File: src/rtl/phst_pkg.sv
`timescale 1ns / 1ps
`default_nettype none

package phst_pkg;

	// histogram geometry
	localparam int BIN_COUNT   = 256;
	localparam int COUNT_WIDTH = 22;
	localparam int BIN_W       = (BIN_COUNT > 1) ? $clog2(BIN_COUNT) : 1;

	// item field widths
	localparam int FUNC_W   = 2;
	localparam int PIX_W    = 8;
	localparam int OUT_W    = 22;
	localparam int LANES    = 3;

	// register port
	localparam int PADDR_W  = 4;
	localparam int PDATA_W  = 32;
	localparam int REG_IDX_W = 2;

	typedef enum logic [REG_IDX_W-1:0] {
		REG_THREE_CHANNEL_MODE
	} reg_idx_t;

	typedef enum logic [FUNC_W-1:0] {
		FN_ACCUM,
		FN_READ,
		FN_CLEAR
	} func_t;

	typedef enum logic {
		ST_IDLE,
		ST_UPDATE
	} state_t;

	// control from the sequencer to one bin lane
	typedef struct packed {
		logic             rd_en;
		logic             in_range;
		logic [BIN_W-1:0] addr;
		logic             inc_en;
		logic             clr;
	} lane_ctrl_t;

	typedef logic [COUNT_WIDTH-1:0] count_t;

endpackage

`default_nettype wire

File: src/rtl/phst_out_if.sv
`timescale 1ns / 1ps
`default_nettype none

interface phst_out_if;
	import phst_pkg::*;

	logic             valid;
	logic             ready;
	logic [OUT_W-1:0] count0;
	logic [OUT_W-1:0] count1;
	logic [OUT_W-1:0] count2;

	modport source (
		output valid, count0, count1, count2,
		input  ready
	);

	modport sink (
		input  valid, count0, count1, count2,
		output ready
	);

endinterface

`default_nettype wire

File: src/rtl/phst_merge.sv
`timescale 1ns / 1ps
`default_nettype none

module phst_merge (
	input  wire              clk,
	input  wire              arst_n,
	input  wire              load,
	input  wire phst_pkg::count_t count0,
	input  wire phst_pkg::count_t count1,
	input  wire phst_pkg::count_t count2,
	output logic             can_load,
	phst_out_if.source       out_item
);
	import phst_pkg::*;

	logic             valid_q;
	logic [OUT_W-1:0] c0_q;
	logic [OUT_W-1:0] c1_q;
	logic [OUT_W-1:0] c2_q;

	assign can_load = !valid_q || out_item.ready;

	// result holding flag
	always_ff @(posedge clk or negedge arst_n) begin
		if (!arst_n) begin
			valid_q <= 1'b0;
		end else if (load) begin
			valid_q <= 1'b1;
		end else if (out_item.ready) begin
			valid_q <= 1'b0;
		end
	end

	// gather the three lane counts into one result
	always_ff @(posedge clk) begin
		if (load) begin
			c0_q <= OUT_W'(count0);
			c1_q <= OUT_W'(count1);
			c2_q <= OUT_W'(count2);
		end
	end

	assign out_item.valid  = valid_q;
	assign out_item.count0 = c0_q;
	assign out_item.count1 = c1_q;
	assign out_item.count2 = c2_q;

endmodule

`default_nettype wire

File: src/flat_wrapper.sv
// flat-port wrapper written by rule: the top's interface ports become plain ports
module phst_merge_flat import phst_pkg::*;
  (clk, arst_n, load, count0, count1, count2, can_load, out_item_valid, out_item_count0, out_item_count1, out_item_count2, out_item_ready);
  phst_out_if out_item_i ();
  input  wire clk;
  input  wire arst_n;
  input  wire load;
  input  wire phst_pkg::count_t count0;
  input  wire phst_pkg::count_t count1;
  input  wire phst_pkg::count_t count2;
  output logic can_load;
  output wire logic [$bits(out_item_i.valid)-1:0] out_item_valid;
  output wire logic [$bits(out_item_i.count0)-1:0] out_item_count0;
  output wire logic [$bits(out_item_i.count1)-1:0] out_item_count1;
  output wire logic [$bits(out_item_i.count2)-1:0] out_item_count2;
  input wire logic [$bits(out_item_i.ready)-1:0] out_item_ready;
  assign out_item_valid = out_item_i.valid;
  assign out_item_count0 = out_item_i.count0;
  assign out_item_count1 = out_item_i.count1;
  assign out_item_count2 = out_item_i.count2;
  assign out_item_i.ready = out_item_ready;
  phst_merge u_core (.clk(clk), .arst_n(arst_n), .load(load), .count0(count0), .count1(count1), .count2(count2), .can_load(can_load), .out_item(out_item_i));
endmodule
File: config.mk
export PLATFORM = sky130hd
export DESIGN_NAME = phst_merge_flat
export DESIGN_NICKNAME = d
export VERILOG_FILES = /design/src/rtl/phst_pkg.sv /design/src/rtl/phst_out_if.sv /design/src/rtl/phst_merge.sv /design/src/flat_wrapper.sv
export SDC_FILE = /design/constraint.sdc
export NUM_CORES = 1
export LEC_CHECK = 0
export ABC_AREA = 1
export BUFFER_PORTS_ARGS = -buffer_cell sky130_fd_sc_hd__buf_4
export CORE_ASPECT_RATIO = 0.5
export CORE_MARGIN = 5
export CORE_UTILIZATION = 40
export DETAILED_ROUTE_END_ITERATION = 10
export PLACE_DENSITY = 0.78
export SLEW_MARGIN = 15
export SYNTH_ARGS = -nofsm -noshare
export SYNTH_HDL_FRONTEND = slang
export SYNTH_SLANG_ARGS = --single-unit
File: constraint.sdc
create_clock -name clk -period 0.8 [get_ports clk]
set_clock_uncertainty 0.15 [all_clocks]
set_input_delay 0.04 -clock clk [delete_from_list [all_inputs] [get_ports clk]]
set_output_delay 0.04 -clock clk [all_outputs]
set_load 0.05 [all_outputs]
==> impl_metrics.env <==
export IMPL_layout_common_cells="buf_4 (73), dlygate4sd3_1 (67), buf_6 (66), edfxtp_1 (66), clkbuf_8 (9)"
export IMPL_grt_max_degree=26
export IMPL_rsz0062_at_grt="yes"
export IMPL_gp_congestion=0.6730
export IMPL_start_util=0.4128
export IMPL_status="finished with violations"
export IMPL_drt_total_wl_mm=6.977
export IMPL_worstSetupEndpointType="output port"
export IMPL_reg2reg_to="u_core.out_item.valid"
export IMPL_maxSlewHeadroom=0.8958
export IMPL_synthMuxAreaShare=0
export IMPL_dpl_hpwl_mm=3.899
export IMPL_rows=18
export IMPL_cp_max_fo=2
export IMPL_n_antenna_cell=0
export IMPL_grt_pass1_wl_mm=10.25
export IMPL_crit_path_start_kind="register"
export IMPL_seq_area_frac_synth=0.9901
export IMPL_synthesis_nets=141
export IMPL_design_area_mm2=0.004308
export IMPL_crit_required_ns=0.61
export IMPL_hold_ws_ns=-0.1311
export IMPL_ctsRootBufferMaster="clkbuf_8"
export IMPL_holdPathEnd="u_core.out_item.valid"
export IMPL_insertion_delay_ns=0.32
export IMPL_fillers=197
export IMPL_synth_xor_area_frac=0
export IMPL_syn_area_mm2=0.002027
export IMPL_drt_vias_per_instance=4.342
export IMPL_antenna_found_initial=0
export IMPL_pwr_density_cell_mw_per_mm2=2046
export IMPL_synth_seq_cells=67
export IMPL_setup_violations_final=74
export IMPL_cts_tree="yes"
export IMPL_cp_arrival_ns=0.98
export IMPL_place_worst_setup_slack_ns=-0.06704
export IMPL_syn_instance_count=71
export IMPL_r2r_worst_path_cells=2
export IMPL_htree_levels=3
export IMPL_grt_pass1_vias=1852
export IMPL_min_delay_start="out_item_ready"
export IMPL_multi_input_area_um2=26.28
export IMPL_ys_warnings_count=0
export IMPL_synth_avg_cell_area_um2=28.55
export IMPL_antenna_left=0
export IMPL_dieArea_mm2=0.006677
export IMPL_drtIter0Drc=52
export IMPL_hold_depth=4
export IMPL_worstReg2RegStart="u_core.out_item.valid"
export IMPL_dr_total_vias=1589
export IMPL_die_height_um=60.34
export IMPL_syn2layout_area_growth_pct=112.5
export IMPL_fin_crit_sh=1.463
export IMPL_cts_setup_buffers=0
export IMPL_slew_viol_final=0
export IMPL_nets=362
export IMPL_cap_violations=0
export IMPL_final_common_cell="buf_4"
export IMPL_violations="hold timing, setup timing"
export IMPL_tightest_slew_ns=0.1562
export IMPL_register_area_mm2=0.002008
export IMPL_setup_ws_ns=-0.3704
export IMPL_detail_route_wl_per_cell_um=19.06
export IMPL_core_area_mm2=0.004910
export IMPL_die_x_um=110.7
export IMPL_synthSimpleGateAreaFrac=0.006173
export IMPL_grt_usage=0.2121
export IMPL_ir_drop_v=0.001549
export IMPL_clock_sinks=67
export IMPL_synth_compound_area_frac=0
export IMPL_max_freq_mhz=854.4
export IMPL_synth_adder_area_share=0
export IMPL_clk_pin_slew_ns=0.06
export IMPL_numCtsBuffers=9
export IMPL_ctsHoldBuffers=68
export IMPL_hold_viol=5
export IMPL_first_pass_iters=4
export IMPL_drive_gt1_frac=0.5270
export IMPL_hold_class="in2reg"
export IMPL_r2r_slack_ns=-0.01
export IMPL_drc=0
export IMPL_path_class="reg2out"
export IMPL_ys_types=4
export IMPL_clk_path_buf_depth=2
export IMPL_p_leak_nw=1.822
export IMPL_io_pins=138
export IMPL_synth_top_family_by_area="simple AND/OR/NAND/NOR gates"
export IMPL_place_area_mm2=0.003221
export IMPL_gr_total_overflow=0
export IMPL_port_buffers=137
export IMPL_post_route_min_period_ns=1.170
## synth_stat cells
cell type / count / share of area
inv_1: 2 / 0.0037
edfxtp_1: 66 / 0.98
nand2_2: 2 / 0.0062
dfrtp_1: 1 / 0.012
## sequential cells by signal, indices dropped and copies added (netlist names)
name and count:
u_core.out_item.count2 22, u_core.out_item.count0 22, u_core.out_item.valid 1, u_core.out_item.count1 22
## metal layers
| layer | wire [µm] | global-route usage |
|---|---|---|
| met4 | 127 | 0.1018 |
| met1 | 2554 | 0.2264 |
| met2 | 4020 | 0.4086 |
| met3 | 274 | 0.05777 |
| met5 | 0 | 0 |
## worst max path at each step
stage                                from                     to  slack [ns]  depth (start not counted)
floorplan           u_core.out_item.valid  u_core.out_item.valid       -0.19                          2
global placement    u_core.out_item.valid               can_load       -0.06                          2
detailed placement  u_core.out_item.valid               can_load       -0.07                          2
CTS                 u_core.out_item.valid               can_load       -0.39                          2
global route        u_core.out_item.valid               can_load       -0.41                          2
finish              u_core.out_item.valid               can_load       -0.37                          2
## layout make-up
type / instances / area share
multi-input combinational: 2 / 0.006099
timing repair buffer: 210 / 0.4711
sequential: 67 / 0.4662
clock inverter: 5 / 0.004938
tap: 70 / 0.02033
clock buffer: 10 / 0.02963
inverter: 2 / 0.001743
## worst max-delay path, cell delays in order, from the launching register on
cell	delay, ns
dfrtp_2	0.44
nand2_8	0.07
buf_8	0.14
## metrics by stage
| stage | util | hold WS (ns) | total power [mW] | instances | setup TNS, ns |
|---|---|---|---|---|---|
| 5_1_grt | 0.8774 | -0.1247 | 9.111 | 366 | -22.03 |
| 3_3_place_gp | 0.6560 | -0.3342 | 6.083 | 283 | -1.051 |
| 6_report | 0.8774 | -0.1311 | 8.814 | 366 | -19.27 |
| 2_1_floorplan | - | -0.4056 | 5.320 | 71 | -0.2708 |
| 4_1_cts | 0.8769 | -0.1467 | 8.777 | 366 | -19.66 |
| 3_5_place_dp | 0.6560 | -0.3339 | 6.117 | 283 | -1.342 |
## kinds of logic (layout without fill, tap and decap cells)
| kind of cell | count (synthesis) | after routing |
|---|---|---|
| buffers and inverters | 2 | 227 |
| AND/OR/NAND/NOR | 2 | 2 |
| flip-flops | 67 | 67 |
## what timing repair did
item	4_1_cts	5_1_grt
resized for setup	68	1
hold endpoints to repair	78	5
endpoints found under the setup margin	69	70
## power by group
part           switching [mW]  total (mW)  internal [mW]
sequential              0.150        4.32           4.17
combinational            1.30        2.26          0.963
clock                    1.16        2.23           1.07
total                    2.61        8.81           6.20
Power figures use the tool's default switching activity.
